[config.mk]
export PLATFORM = sky130hd
export DESIGN_NAME = cdm_merge
export DESIGN_NICKNAME = d
export VERILOG_FILES = /design/src/cdm_pkg.sv /design/src/cdm_merge.sv
export SDC_FILE = /design/constraint.sdc
export NUM_CORES = 1
export LEC_CHECK = 0
export ABC_AREA = 1
export ABC_CLOCK_PERIOD_IN_PS = 16100
export BUFFER_PORTS_ARGS = -buffer_cell sky130_fd_sc_hd__clkbuf_2
export CAP_MARGIN = 20
export CORE_AREA = 4 4 223 225
export DETAILED_ROUTE_END_ITERATION = 8
export DIE_AREA = 0 0 227 229
export GPL_TIMING_DRIVEN = 0
export SLEW_MARGIN = 10
export SYNTH_ARGS = -nofsm -noshare
export SYNTH_HDL_FRONTEND = slang
export SYNTH_SLANG_ARGS = --single-unit
[constraint.sdc]
create_clock -name clk -period 16.1 [get_ports clk]
set_clock_uncertainty 0.1 [all_clocks]
set_input_delay 3.22 -clock clk [delete_from_list [all_inputs] [get_ports clk]]
set_output_delay 3.22 -clock clk [all_outputs]
set_load 0.03 [all_outputs]
[src/cdm_pkg.sv]
// Package: widths, types, mode codes and control struct for the channel downmix mapper.
package cdm_pkg;

  localparam int LANES     = 8;
  localparam int SAMPLE_W  = 24;
  localparam int OUT_W     = 26;
  localparam int SUM_W     = 26;
  localparam int ACC_W     = 28;
  localparam int PROD_W    = SUM_W + 16;
  localparam int CNT_W     = 4;
  localparam int CFG_IDX_W = 2;
  localparam int ATT_LANES = 6;
  localparam int ATT_SIDE  = 3;
  localparam int ATT_SHIFT = 15;

  localparam logic [14:0]      ATT_GAIN     = 15'd23170;
  localparam logic [CNT_W-1:0] MAX_CHANNELS = 4'd8;

  localparam logic [CFG_IDX_W-1:0] REG_SRC_CHANNELS = 2'd0;
  localparam logic [CFG_IDX_W-1:0] REG_DST_CHANNELS = 2'd1;

  localparam logic [1:0] MODE_COPY     = 2'd0;
  localparam logic [1:0] MODE_MONO_SRC = 2'd1;
  localparam logic [1:0] MODE_FOLD     = 2'd2;

  typedef logic signed [SAMPLE_W-1:0] samp_t;
  typedef logic signed [SUM_W-1:0]    sum_t;
  typedef logic signed [OUT_W-1:0]    outs_t;

  typedef struct packed {
    logic [1:0]       mode;
    logic [LANES-1:0] copy_mask;
    logic [LANES-1:0] out_mask;
    logic             mono_sink;
    logic [CNT_W-1:0] src_cnt;
  } ctrl_t;

  function automatic sum_t sx(input samp_t s);
    return SUM_W'(s);
  endfunction

endpackage

[src/cdm_merge.sv]
// Merge stage: combines lane results with the passed samples into the output register.
module cdm_merge import cdm_pkg::*; (
  input  logic  clk,
  input  logic  en,
  input  ctrl_t ctrl,
  input  samp_t samp [LANES],
  input  outs_t att  [ATT_LANES],
  input  logic  last,
  output outs_t out_r [LANES],
  output logic  last_r
);

  logic signed [ACC_W-1:0] left;
  logic signed [ACC_W-1:0] right;
  logic signed [ACC_W-1:0] both;
  outs_t                   mono;
  outs_t                   out_nxt [LANES];

  always_comb begin
    left  = ACC_W'(samp[0]) + ACC_W'(att[0]) + ACC_W'(att[1]) + ACC_W'(att[2]);
    right = ACC_W'(samp[1]) + ACC_W'(att[3]) + ACC_W'(att[4]) + ACC_W'(att[5]);
    both  = (left + right) >>> 1;
    mono  = both[OUT_W-1:0];
    for (int i = 0; i < LANES; i++) begin
      out_nxt[i] = '0;
      unique case (ctrl.mode)
        MODE_COPY: begin
          if (ctrl.copy_mask[i]) out_nxt[i] = OUT_W'(samp[i]);
        end
        MODE_MONO_SRC: begin
          if (i == 0 || (i == 1 && !ctrl.mono_sink)) out_nxt[i] = OUT_W'(samp[0]);
        end
        MODE_FOLD: begin
          if (i == 0) out_nxt[i] = ctrl.mono_sink ? mono : left[OUT_W-1:0];
          else if (i == 1 && !ctrl.mono_sink) out_nxt[i] = right[OUT_W-1:0];
        end
        default: out_nxt[i] = '0;
      endcase
      if (!ctrl.out_mask[i]) out_nxt[i] = '0;
    end
  end

  always_ff @(posedge clk) begin
    if (en) begin
      out_r  <= out_nxt;
      last_r <= last;
    end
  end

endmodule

==> summary.md <==
| Metric | Value |
|---|---|
| Synthesized area divided by synthesized cell count | `8.04 um^2` |
| Initial standard-cell utilization of the core | `34.1%` |
| Synth unique cells | `48` |
| Most used routing layer in global routing | `met2` |
| Largest fanout on the critical path | `5` |
| Combinational share of power | `65.6%` |
| Via count of the first global-routing pass | `15600` |
| Adder-cell area share of the yosys netlist | `18.9%` |
| Vert. Die Dim | `229 um` |
| Synth Instances | `2016` |
| Syn nets | `2572` |
| Met1 Track Usage GR | `27.6%` |
| Number of H-tree levels | `4` |
| Rel. slew slack | `57.0%` |
| Worst endpoint data arrival time | `8.37 ns` |
| Buffer depth of the longest clock path | `2` |
| Simple-gate share of the synthesized area | `19.9%` |
| Post-synthesis sequential area ratio | `36.5%` |
| Net total in the final layout | `3172` |
| Post-Synthesis Cell Area | `16200 um^2` |
| Global-route met2 utilization | `44.0%` |
| Placeable core region | `47500 um^2` |
| Standard-cell rows | `80` |
| Clock Power Share | `14.3%` |
| Hold Path Class | `input port to flop` |
| Post-CTS Resized | `0` |
| Leading cell types in the layout, fill and taps excluded | `sky130_fd_sc_hd__clkbuf_2 (577), sky130_fd_sc_hd__inv_1 (535), sky130_fd_sc_hd__nand2_1 (345), sky130_fd_sc_hd__nor2_1 (261), sky130_fd_sc_hd__edfxtp_1 (197)` |
| Boundary pin count | `583` |
| Final Hold Vio Count | `0` |
| Critical path start-end classification | `input port to flop` |
| Residual antenna-violating net count after detailed routing | `0` |
| All-layer global routing usage | `24.6%` |
| Final core utilization | `43.3%` |
| Global route overflow | `0` |
| Wire length of the first global-routing pass | `93900 um` |
| CTS tree | `built` |
| Critical Path RT | `16.26 ns` |
| Critical-path cell with the highest stage delay | `sky130_fd_sc_hd__fa_1` |
| Post-CTS Hold Fix Bufs | `0` |
| Internal | `1.46 mW` |
| Total CTS buffers | `17` |
| Synthesis warning total | `0` |
| Estimated wirelength of the detail-placed design | `57000 um` |
| CP max stage delay | `0.58 ns` |
| Final total negative setup slack | `0 ns` |
| Proportion of layout cells with a drive suffix above 1 | `25.8%` |
| CTS Sinks | `197` |
| Worst path buffer plus inverter count | `6` |
| Number of slew-limit violations in the final report | `0` |
| Antenna violations before repair | `14` |
| Fillcell total | `4926` |
| Crit path launch type | `input port` |
| DRC violations left | `0` |
| Family of cells with the greatest summed delay on the critical path | `adder cells` |
| Power density over cell area | `151 nW/um^2` |
| Number of maximum-capacitance violations | `0` |
| Switch Pwr | `1.66 mW` |
| Area delta synth->final | `26.9%` |
| Dominant combinational cell family by area after synthesis | `simple AND/OR/NAND/NOR gates` |
| Per-cell via count in the routed design | `4.74` |
| Initial drt markers | `1019` |
| Maximum vdd ir drop | `92.7 uV` |
| Slew of the pin with the lowest slew margin | `0.645 ns` |
| Area enclosed by the die boundary | `52000 um^2` |
| Setup repair after global routing missed its margin | `false` |
| Share of cell area taken by muxes after synthesis | `0%` |
| Die boundary width | `227 um` |
| First-pass iteration count of the detailed router | `6` |
| Final setup violation count | `0` |
| Synth Register Bits | `197` |
| Run status | `complete, no violations` |
| Met3 Resource Use GR | `4.71%` |
| Drt wl/cell | `20.0 um` |
| Post-Synth XOR/XNOR Area | `2.48%` |
| Crit path capture type | `flop` |
| Sequential cell fraction of total power | `20.1%` |
| Clock Root Buffer | `sky130_fd_sc_hd__clkbuf_16` |
| Routability cong. | `0.937` |
| Number of buffer cells added on primary ports | `578` |
| Peak Freq | `122 MHz` |
| Final wirelength | `65000 um` |
| Most repeated library cell on the critical path | `sky130_fd_sc_hd__inv_1` |
| Synthesized-area fraction occupied by ao, oa, aoi and oai cells | `8.28%` |
| Most common cell after layout, fill and taps aside | `sky130_fd_sc_hd__clkbuf_2` |
| Minimum clock period after layout | `8.21 ns` |
| Via count | `15400` |
| Lkg Pwr | `11.1 nW` |
| Net Sw Frac | `53.2%` |
| Register clock-pin slew on the reported worst setup and hold paths | `0.08 ns` |
| Final worst-path cycle share | `51.0%` |
| Maximum number of pins on one net before global-route repair | `86` |
| Number of post-CTS setup repair buffers | `0` |
stage by stage:
step | hold WS [ns] | std cells | total power, mW | cell area, um^2 | setup WS (ns)
2_1_floorplan | 3.22 | 2016 | 2.01 | 16200 | 8.68
3_3_place_gp | 3.31 | 3209 | 2.67 | 19900 | 7.50
3_5_place_dp | 3.31 | 3212 | 2.66 | 20000 | 7.52
4_1_cts | 2.77 | 3244 | 3.12 | 20600 | 8.03
5_1_grt | 2.79 | 3254 | 3.38 | 20600 | 7.68
6_report | 2.81 | 3254 | 3.11 | 20600 | 7.89
logic make-up (layout without fill, tap and decap cells):
kind of cell | count (synthesis) | count (layout)
DFF | 197 | 197
buffers and inverters | 590 | 1203
adders and majority gates | 182 | 182
xor gates and xnor gates | 45 | 45
AOI/OAI and AO/OA | 224 | 224
other | 0 | 10
and+or+nand+nor | 778 | 778
cell usage after synthesis, drive strengths merged:
cell | instances | area [um^2]
or2 | 5 | 31.3
nor3 | 11 | 65.1
fa | 105 | 2100
nand3 | 117 | 596
a32oi | 6 | 52.6
o31ai | 1 | 7.51
clkinv | 2 | 7.51
o211ai | 9 | 67.6
nor2 | 269 | 1030
o21ai | 55 | 290
a21o | 7 | 60.1
and3 | 1 | 6.26
ha | 77 | 963
clkbuf | 22 | 82.6
a21oi | 100 | 512
nand2 | 349 | 1320
nand4 | 17 | 106
nand3b | 1 | 7.51
and2 | 7 | 43.8
xnor2 | 14 | 123
a211oi | 2 | 15.0
buf | 20 | 130
nor4 | 1 | 12.5
inv | 546 | 2050
a21boi | 4 | 33.8
a31oi | 19 | 119
xor2 | 31 | 279
o21bai | 15 | 135
o21a | 2 | 15.0
edfxtp | 197 | 5920
o221ai | 2 | 17.5
o32ai | 2 | 17.5
worst paths after layout:
| check | from | to | slack, ns | cells past startpoint |
|---|---|---|---|---|
| setup / recovery | samp[169] | out_r[200] | 7.89 | 25 |
| hold / removal | last | last_r | 2.81 | 1 |
cell type report:
| type | count | area (um^2) | area share (%) |
|---|---|---|---|
| multi-input combinational | 1229 | 8030 | 39.0 |
| clock buffer | 17 | 425 | 2.07 |
| buffer | 42 | 213 | 1.03 |
| inverter | 548 | 2060 | 9.99 |
| tap | 615 | 769 | 3.74 |
| antenna | 10 | 25.0 | 0.122 |
| timing repair buffer | 581 | 2960 | 14.4 |
| sequential | 197 | 5920 | 28.7 |
| clock inverter | 15 | 179 | 0.869 |
metal layers:
layer	part of all wire, %	up-vias
met1	37	7290
met4	4.7	2
li1	-	7449
met2	52	571
met5	0.015	-
met3	6.5	109
power by group through the flow:
stage / clock [mW] / sequential [mW] / combinational [mW]
floorplan: 0 / 0.716 / 1.29
global placement: 0 / 0.640 / 2.03
detailed placement: 0 / 0.636 / 2.02
CTS: 0.460 / 0.625 / 2.03
global route: 0.479 / 0.628 / 2.27
finish: 0.446 / 0.625 / 2.04
registers in the layout, indices dropped and copies added (netlist names):
name    flops
last_r      1
out_r     196
No activity file was read; power rests on OpenSTA's default activity.
