===== src/cdm_pkg.sv =====
// Package: widths, types, mode codes and control struct for the channel downmix mapper.
package cdm_pkg;

  localparam int LANES     = 8;
  localparam int SAMPLE_W  = 24;
  localparam int OUT_W     = 26;
  localparam int SUM_W     = 26;
  localparam int ACC_W     = 28;
  localparam int PROD_W    = SUM_W + 16;
  localparam int CNT_W     = 4;
  localparam int CFG_IDX_W = 2;
  localparam int ATT_LANES = 6;
  localparam int ATT_SIDE  = 3;
  localparam int ATT_SHIFT = 15;

  localparam logic [14:0]      ATT_GAIN     = 15'd23170;
  localparam logic [CNT_W-1:0] MAX_CHANNELS = 4'd8;

  localparam logic [CFG_IDX_W-1:0] REG_SRC_CHANNELS = 2'd0;
  localparam logic [CFG_IDX_W-1:0] REG_DST_CHANNELS = 2'd1;

  localparam logic [1:0] MODE_COPY     = 2'd0;
  localparam logic [1:0] MODE_MONO_SRC = 2'd1;
  localparam logic [1:0] MODE_FOLD     = 2'd2;

  typedef logic signed [SAMPLE_W-1:0] samp_t;
  typedef logic signed [SUM_W-1:0]    sum_t;
  typedef logic signed [OUT_W-1:0]    outs_t;

  typedef struct packed {
    logic [1:0]       mode;
    logic [LANES-1:0] copy_mask;
    logic [LANES-1:0] out_mask;
    logic             mono_sink;
    logic [CNT_W-1:0] src_cnt;
  } ctrl_t;

  function automatic sum_t sx(input samp_t s);
    return SUM_W'(s);
  endfunction

endpackage


===== src/cdm_att_lane.sv =====
// Attenuation lane: registered round-to-nearest multiply by 0.7071 (Q1.15).
module cdm_att_lane import cdm_pkg::*; (
  input  logic  clk,
  input  logic  en,
  input  sum_t  din,
  output outs_t att_r
);

  localparam logic signed [PROD_W-1:0] GAIN_EXT = PROD_W'($signed({1'b0, ATT_GAIN}));
  localparam logic signed [PROD_W-1:0] RND_HALF = PROD_W'(1) <<< (ATT_SHIFT - 1);

  logic signed [PROD_W-1:0] prod;
  logic signed [PROD_W-1:0] rnd;
  outs_t                    att_nxt;

  always_comb begin
    prod    = PROD_W'(din) * GAIN_EXT;
    rnd     = (prod + RND_HALF) >>> ATT_SHIFT;
    att_nxt = rnd[OUT_W-1:0];
  end

  always_ff @(posedge clk) begin
    if (en) begin
      att_r <= att_nxt;
    end
  end

endmodule


===== config.mk =====
export PLATFORM = sky130hd
export DESIGN_NAME = cdm_att_lane
export DESIGN_NICKNAME = d
export VERILOG_FILES = /design/src/cdm_pkg.sv /design/src/cdm_att_lane.sv
export SDC_FILE = /design/constraint.sdc
export NUM_CORES = 1
export LEC_CHECK = 0
export BUFFER_PORTS_ARGS = -buffer_cell sky130_fd_sc_hd__buf_2
export CAP_MARGIN = 0
export CORE_MARGIN = 2
export CORE_UTILIZATION = 64
export DETAILED_ROUTE_END_ITERATION = 6
export GPL_TIMING_DRIVEN = 0
export MAX_ROUTING_LAYER = met4
export PLACE_DENSITY = 0.84
export SLEW_MARGIN = 40
export SYNTH_ARGS = -nofsm -noshare
export SYNTH_HDL_FRONTEND = slang
export SYNTH_SLANG_ARGS = --single-unit

===== constraint.sdc =====
create_clock -name clk -period 7 [get_ports clk]
set_input_delay 0.35 -clock clk [delete_from_list [all_inputs] [get_ports clk]]
set_output_delay 0.35 -clock clk [all_outputs]
set_load 0.01 [all_outputs]

==> results.md, run 1 <==
* Detailed-routing iteration count for the pre-antenna-repair pass at 7
* Aggregate routed wire length at 16.4 mm
* Slew at the pin closest to its max-slew limit at 608 ps
* Count of mapped cells out of synthesis at 770
* Total placed cells including tap cells at 966
* Crit path max-delay cell type: a21boi_0
* Count of routing violations after the opening detailed-route iteration at 325
* Max-slew headroom at 59.1%
* TritonCTS buffer count at 3
* Synthesized flop and latch total at 26
* Routed length per placed instance at 16.9 um
* Setup TNS at 0 ps
* Starting density of the core at 66.2%
* Die ar. at 12800 sq um
* Clock transition at the register clock pins on the worst setup and hold paths after CTS at 60 ps
* Antenna violations before repair at 0
* Syn avg cell area at 9.90 sq um
* Top FF cell, synth: edfxtp_1
* Synth top area share at 29.2%
* Syn Std Cell Area at 7620 sq um
* Number of cells in the finished layout apart from fillers at 970
* Largest registers: att_r: 26 flops
* Period utilisation layout at 94.8%
* Hold/Removal Path Class: in -> reg
* Largest stage delay, worst path at 560 ps
* Layout Utilization at 70.7%
* Wire length of the first global-routing pass at 27.8 mm
* Final hold violations at 0
* Synth cell count leaders: 178 x ha_1, 138 x inv_1, 98 x fa_1
* Maximum capacitance violations at 0
* Vias in the first global route at 5903
* Crit path time final at 6640 ps
* Post-synth ARST share at 0%
* Fraction of layout instances using a drive strength above 1 at 10.3%
* Maximum number of pins on one net before global-route repair at 27
* Setup repair after global routing missed its margin: false
* Max frequency at 151 MHz
* Sequential share of the synthesized area at 10.2%
* Aggregate global routing overflow at 0
* DR vias/cell at 5.87
* Data arrival time of the critical path at 6640 ps
* Routed via count at 5690
* Post-DP HPWL at 14.5 mm
* Number of antenna repair diodes at 0
* Violations in the final reports: DRC
* Required time of the worst setup path at 7010 ps
* GRT Util Overall at 27.3%
* Total core area at 11500 sq um
* Worst path most repeated cell: fa_1
* Number of library cell types mapped by synthesis at 67
* Leading post-synthesis cells by cell area: ha_1 29%, fa_1 26%, edfxtp_1 10%
* Site row count at 39
* Count of port buffers added during placement at 53
* Chip Width at 113 um
* Synthesized netlist net count at 1074
* Cells along the critical path: buf_2 > ha_1 > inv_1 > fa_1 > inv_1 > fa_1 > fa_1 > fa_1 > ha_1 > ha_1 > buf_4 > nand4_1 > nor3_1 > a21boi_0 > nor4_1 > nor3_1 > nand4_1 > nor3_1 > and3_1 > o2111ai_1 > xnor2_1
* Post-CTS Setup Repair Bufs at 0
* Quantity of hold-fixing buffers added after cts at 0
* Clock Tree Root: clkbuf_16
* Chip Height at 113 um
* Status: finished, violations left
* Count of warnings emitted by yosys at 0
* Category of cells accounting for the largest share of critical-path delay: adder cells
* H-Tree Depth at 1
* Cell with the most instances after synthesis: ha_1
* Count of nets after finishing at 1132
* Max-slew violation total from the final report at 0
* Number of top-level design ports at 54
* Post-synth EDFFs at 26
* Worst Setup Slack post-DPL at 130 ps
* DRC at 4
* Cts repair resizes at 0
* Kind of start point of the critical path: input port
* Bufs and invs on worst path at 4
* TritonCTS clock tree: yes
* Final count of negative-setup-slack endpoints at 0
* Type of the setup path with the least slack: in -> reg
* Clk sinks at 26
* Largest fanout on the critical path at 9
* Flip-flop count of the largest register after layout at 26
* Synthesis-to-layout area growth at 6.86%
* Register bank with the most flops: att_r
* Maximum number of buffers from clock root to sink at 2
* GPL Wtd Cong at 0.907
* Final critical-path setup slack at 365 ps
* Leading area contributor after synthesis: ha_1
* Antenna Violating Nets Remaining at 0
* Endpoint kind of the worst setup timing path: flop
==> kinds of logic after synthesis <==
family | share of synthesized area, %
adders and majority gates | 55.0
buffers and inverters | 8.04
and+or+nand+nor | 10.9
AOI/OAI and AO/OA | 10.9
xor gates and xnor gates | 4.83
DFF | 10.2
muxes | 0.131
==> stage by stage <==
step | hold slack, ps | cell area, sq um
after floorplan | 462 | 7620
after global placement | 760 | 8070
after detailed placement | 760 | 8070
after CTS | 619 | 8150
after global routing | 632 | 8150
final | 603 | 8150
==> per-layer routing <==
| metal | vias to the layer above | part of all wire, % | global-route usage, % |
|---|---|---|---|
| met1 | 2778 | 47 | 38.6 |
| met3 | 8 | 4.3 | 1.55 |
| met5 | - | 0 | - |
| met4 | 0 | 0.50 | 2.52 |
| li1 | 2755 | - | - |
| met2 | 149 | 48 | 45.7 |
==> final timing paths <==
check    start   endpoint  cells after the start
max    din[12]  att_r[25]                     21
min         en  att_r[15]                      1
==> placed cells by master (no fill, tap or decap), drive strengths merged, types with 3 or more instances in the layout <==
| cell type | n |
|---|---|
| a21boi | 4 |
| o2111ai | 4 |
| ha | 178 |
| a211oi | 4 |
| and2 | 4 |
| nand3 | 11 |
| clkbuf | 13 |
| xnor2 | 29 |
| a21o | 12 |
| xor2 | 13 |
| nor2 | 30 |
| nand4 | 16 |
| nor4 | 6 |
| buf | 61 |
| inv | 138 |
| o211ai | 3 |
| fa | 98 |
| edfxtp | 26 |
| or2 | 5 |
| nor3b | 3 |
| o21ai | 22 |
| o21a | 8 |
| nand2 | 42 |
| and3 | 8 |
| o21bai | 3 |
| nor2b | 5 |
| a21oi | 29 |
| nor3 | 14 |
| and4 | 5 |
==> final cells by class <==
class / count / area [sq um]
Buffer: 18 / 95.1
Clock buffer: 3 / 75.1
Clock inverter: 1 / 3.75
Fill cell: 845 / 3370
Inverter: 138 / 518
Multi-Input combinational cell: 588 / 6230
Sequential cell: 26 / 781
Tap cell: 143 / 179
Timing Repair Buffer: 53 / 265
Power of run 1 is not shown: default switching activity piles up to over one toggle a cycle in this logic, so the estimate is an artifact.
==> run 2: changes to the inputs <==
CORE_UTILIZATION = 52   (was 64)
PLACE_DENSITY = 0.7   (was 0.84)
==> results.md, run 2 (synthesis gave the netlist of run 1 again) <==
* Status: finished, final reports clean
* Vias in the first global route at 5546
* Hold/Removal Path Class: in -> reg
* Area post-placement at 8120 sq um
* DR vias/cell at 5.48
* Fraction of layout instances using a drive strength above 1 at 10.4%
* Clock transition at the register clock pins on the worst setup and hold paths after CTS at 60 ps
* Count of nets after finishing at 1132
* Register bank with the most flops: att_r
* Site row count at 44
* Maximum number of buffers from clock root to sink at 2
* Antenna violations before repair at 0
* Die ar. at 15600 sq um
* Flip-flop count of the largest register after layout at 26
* Total length of routed met2 wires at 6.73 mm
* Number of cells in the finished layout apart from fillers at 1011
* Period utilisation layout at 91.6%
* Maximum capacitance violations at 0
* TritonCTS buffer count at 3
* Total placed cells including tap cells at 1007
* Most frequent cells in the layout: 178 x ha_1, 138 x inv_1, 98 x fa_1
* Quantity of hold-fixing buffers added after cts at 0
* Slew at the pin closest to its max-slew limit at 580 ps
* Largest fanout on the critical path at 9
* Most common library cell in the layout ignoring fill and taps: ha_1
* Worst path most repeated cell: fa_1
* Wire length of the first global-routing pass at 26.7 mm
* Cells along the critical path: buf_2 > ha_1 > inv_1 > fa_1 > inv_1 > fa_1 > fa_1 > fa_1 > ha_1 > ha_1 > buf_4 > nand4_1 > nor3_1 > a21boi_0 > nor4_1 > nor3_1 > nand4_1 > nor3_1 > and3_1 > o2111ai_1 > xnor2_1
* DRC at 0
* Logic depth of the worst setup path including buffers at 21
* DR top layer: met4
* H-Tree Depth at 1
* Fillcell total at 1322
* Endpoint kind of the worst setup timing path: flop
* Final count of negative-setup-slack endpoints at 0
* Number of top-level design ports at 54
* Launch instance of the worst min-delay path: en
* Largest registers: att_r: 26 flops
* Category of cells accounting for the largest share of critical-path delay: adder cells
* Bufs and invs on worst path at 4
* Kind of start point of the critical path: input port
* Count of port buffers added during placement at 53
* Crit path max-delay cell type: a21boi_0
* Fin area at 8220 sq um
* Clock Tree Root: clkbuf_16
* TritonCTS clock tree: yes
* Maximum number of pins on one net before global-route repair at 27
* Routed via count at 5537
* Clk sinks at 26
* Data arrival time of the critical path at 6420 ps
* GPL Wtd Cong at 0.911
* Chip Height at 125 um
* GRT Util Overall at 20.9%
* Count of routing violations after the opening detailed-route iteration at 233
* Final hold violations at 0
* Post-DP HPWL at 13.6 mm
* Largest stage delay, worst path at 530 ps
* Max-slew headroom at 60.7%
* Max frequency at 156 MHz
* Post-CTS Setup Repair Bufs at 0
* Met3 wire length at 466 um
* Number of antenna repair diodes at 0
* Routed length per placed instance at 15.1 um
* M1 WL at 7.99 mm
* Crit path time final at 6420 ps
* Type of the setup path with the least slack: in -> reg
* Detailed-routing iteration count for the pre-antenna-repair pass at 5
* Required time of the worst setup path at 7000 ps
* Setup TNS at 0 ps
* Chip Width at 125 um
* Setup repair after global routing missed its margin: false
* Starting density of the core at 52.8%
* Max-slew violation total from the final report at 0
* Min-Delay Path Depth at 1
* End point of the worst hold path: att_r[15]
* Total core area at 14400 sq um
* Antenna Violating Nets Remaining at 0
* Aggregate routed wire length at 15.3 mm
* Cts repair resizes at 0
* Aggregate global routing overflow at 0
* Synthesis-to-layout area growth at 7.88%
[run 2: cell types whose count changed in the layout (fill, tap and decap cells not counted)]
cell	change
bufinv_16	+1
clkinv_1	-1
[run 2: how the worst max path moves through the flow]
stage	slack, ps	startpoint	to
6_report	580	din[12]	att_r[25]
5_1_grt	140	din[12]	att_r[25]
3_3_place_gp	340	din[10]	att_r[25]
3_5_place_dp	330	din[12]	att_r[25]
2_1_floorplan	1180	din[6]	att_r[19]
4_1_cts	610	din[12]	att_r[25]
[run 2: per-layer routing]
layer	vias up	track usage, %
met3	4	0.941
li1	2765	-
met4	0	1.96
met5	-	-
met1	2673	32.0
met2	95	32.3
[run 2: through the flow]
stage	util (%)	worst slack, ps	hold slack, ps
after floorplan	-	1180	462
after global placement	56.3	343	758
after detailed placement	56.3	327	759
after CTS	57.0	608	630
after global routing	57.0	141	651
final	57.0	585	621
[run 2: area by class of cell]
cell class              count  area [sq um]  area share, %
repair buffers             53           265           3.23
flip-flops and latches     26           781           9.49
clock buffers               3          75.1          0.913
clock inverters             1          30.0          0.365
inverters                 138           518           6.30
plain buffers              18          95.1           1.16
well taps                 184           230           2.80
multi-input cells         588          6230           75.7
Power of run 2 is left out for the same reason.
==> run 3: changes to the inputs <==
PLACE_DENSITY = 0.73   (was 0.7)
clock period = 5.3 ns   (was 7 ns; I/O delays follow)
==> results.md, run 3 (synthesis gave the netlist of run 1 again) <==
* Aggregate global routing overflow at 0
* Chip Width at 125 um
* Detailed-routing iteration count for the pre-antenna-repair pass at 4
* Maximum number of buffers from clock root to sink at 2
* Slew at the pin closest to its max-slew limit at 614 ps
* Min-Delay Path Depth at 1
* Vias in the first global route at 5956
* Clock transition at the register clock pins on the worst setup and hold paths after CTS at 60 ps
* Site row count at 44
* Max-slew headroom at 58.6%
* Maximum number of pins on one net before global-route repair at 27
* Count of port buffers added during placement at 53
* End point of the worst hold path: att_r[24]
* Clock Tree Root: clkbuf_16
* Endpoint kind of the worst setup timing path: flop
* Number of antenna repair diodes at 0
* Worst path most repeated cell: buf_6
* Clk sinks at 26
* Aggregate routed wire length at 17.2 mm
* Most common library cell in the layout ignoring fill and taps: ha_1
* Quantity of hold-fixing buffers added after cts at 0
* Die ar. at 15600 sq um
* Final count of negative-setup-slack endpoints at 15
* Starting density of the core at 52.8%
* DR top layer: met4
* Largest registers: att_r: 26 flops
* Fraction of layout instances using a drive strength above 1 at 30.1%
* Final hold violations at 0
* Largest stage delay, worst path at 570 ps
* Total placed cells including tap cells at 1007
* GRT Util Overall at 22.4%
* Launch instance of the worst min-delay path: en
* Worst Setup Slack post-DPL at -1100 ps
* Count of nets after finishing at 1194
* Maximum capacitance violations at 0
* Number of top-level design ports at 54
* Routed via count at 5832
* Total length of routed met2 wires at 8.32 mm
* Number of cells in the finished layout apart from fillers at 1072
* DRC at 0
* Data arrival time of the critical path at 5710 ps
* Violations in the final reports: setup timing
* Setup repair after global routing missed its margin: true
* H-Tree Depth at 1
* Required time of the worst setup path at 5290 ps
* Max-slew violation total from the final report at 0
* Hold/Removal Path Class: in -> reg
* Antenna violations before repair at 0
* GPL Wtd Cong at 0.900
* Met3 wire length at 529 um
* Max frequency at 175 MHz
* Multi-input gate area in the final layout at 7010 sq um
* Synthesis-to-layout area growth at 26.1%
* Register bank with the most flops: att_r
* DR vias/cell at 5.44
* Area used by sequential logic in the layout at 781 sq um
* Largest fanout on the critical path at 6
* Final critical-path setup slack at -423 ps
* Wire length of the first global-routing pass at 28.3 mm
* Crit path time final at 5720 ps
* Fillcell total at 1105
* Most frequent cells in the layout: 148 x ha_1, 133 x inv_1, 89 x fa_1
* Count of routing violations after the opening detailed-route iteration at 217
* Status: finished, violations left
* Flip-flop count of the largest register after layout at 26
* M1 WL at 8.15 mm
* Type of the setup path with the least slack: in -> reg
* Crit path max-delay cell type: fa_2
* TritonCTS clock tree: yes
* Total core area at 14400 sq um
* Kind of start point of the critical path: input port
* Antenna Violating Nets Remaining at 0
* Period utilisation layout at 108%
* Routed length per placed instance at 16.0 um
* TritonCTS buffer count at 3
* Post-DP HPWL at 13.6 mm
* Chip Height at 125 um
## run 3: repair_timing
item / CTS / global route
setup endpoints to repair: 17 / 18
pin swaps: 62 / 59
setup buffers: 49 / 21
gates resized for setup: 115 / 61
## run 3: worst max-delay path by stage
stage | startpoint | end | slack [ps]
detailed placement | din[8] | att_r[25] | -1100
finish | din[9] | att_r[18] | -420
global placement | din[10] | att_r[25] | -1030
global route | din[9] | att_r[18] | -610
CTS | din[10] | att_r[25] | -360
floorplan | din[14] | att_r[25] | -260
## run 3: routing by layer
layer / track usage (%) / vias up
met2: 37.2 / 113
li1: - / 2878
met5: - / -
met1: 31.5 / 2828
met4: 2.88 / 0
met3: 0.984 / 13
## run 3: through the flow
| step | setup TNS [ps] | hold slack [ps] | util (%) | cell area (sq um) |
|---|---|---|---|---|
| CTS | -2560 | 535 | 63.4 | 9140 |
| floorplan | -984 | 377 | - | 7760 |
| finish | -3540 | 530 | 66.6 | 9610 |
| global route | -6230 | 557 | 66.6 | 9610 |
| detailed placement | -12150 | 674 | 57.2 | 8250 |
| global placement | -10930 | 674 | 57.2 | 8250 |
## run 3: critical path, delay by kind of cell
kind,cells,cell delay (ps)
fa+ha+maj,7,2660
xor+xnor,2,250
simple gates,7,1180
buf+inv,9,970
compound gates,1,390
## run 3: layout make-up
| cell class | count | share of cell area [%] |
|---|---|---|
| multi-input combinational | 588 | 72.9 |
| clock buffer | 3 | 0.781 |
| tap | 184 | 2.40 |
| timing repair buffer | 123 | 9.43 |
| buffer | 10 | 0.937 |
| sequential | 26 | 8.12 |
| inverter | 138 | 5.39 |
Power of run 3 is left out for the same reason.
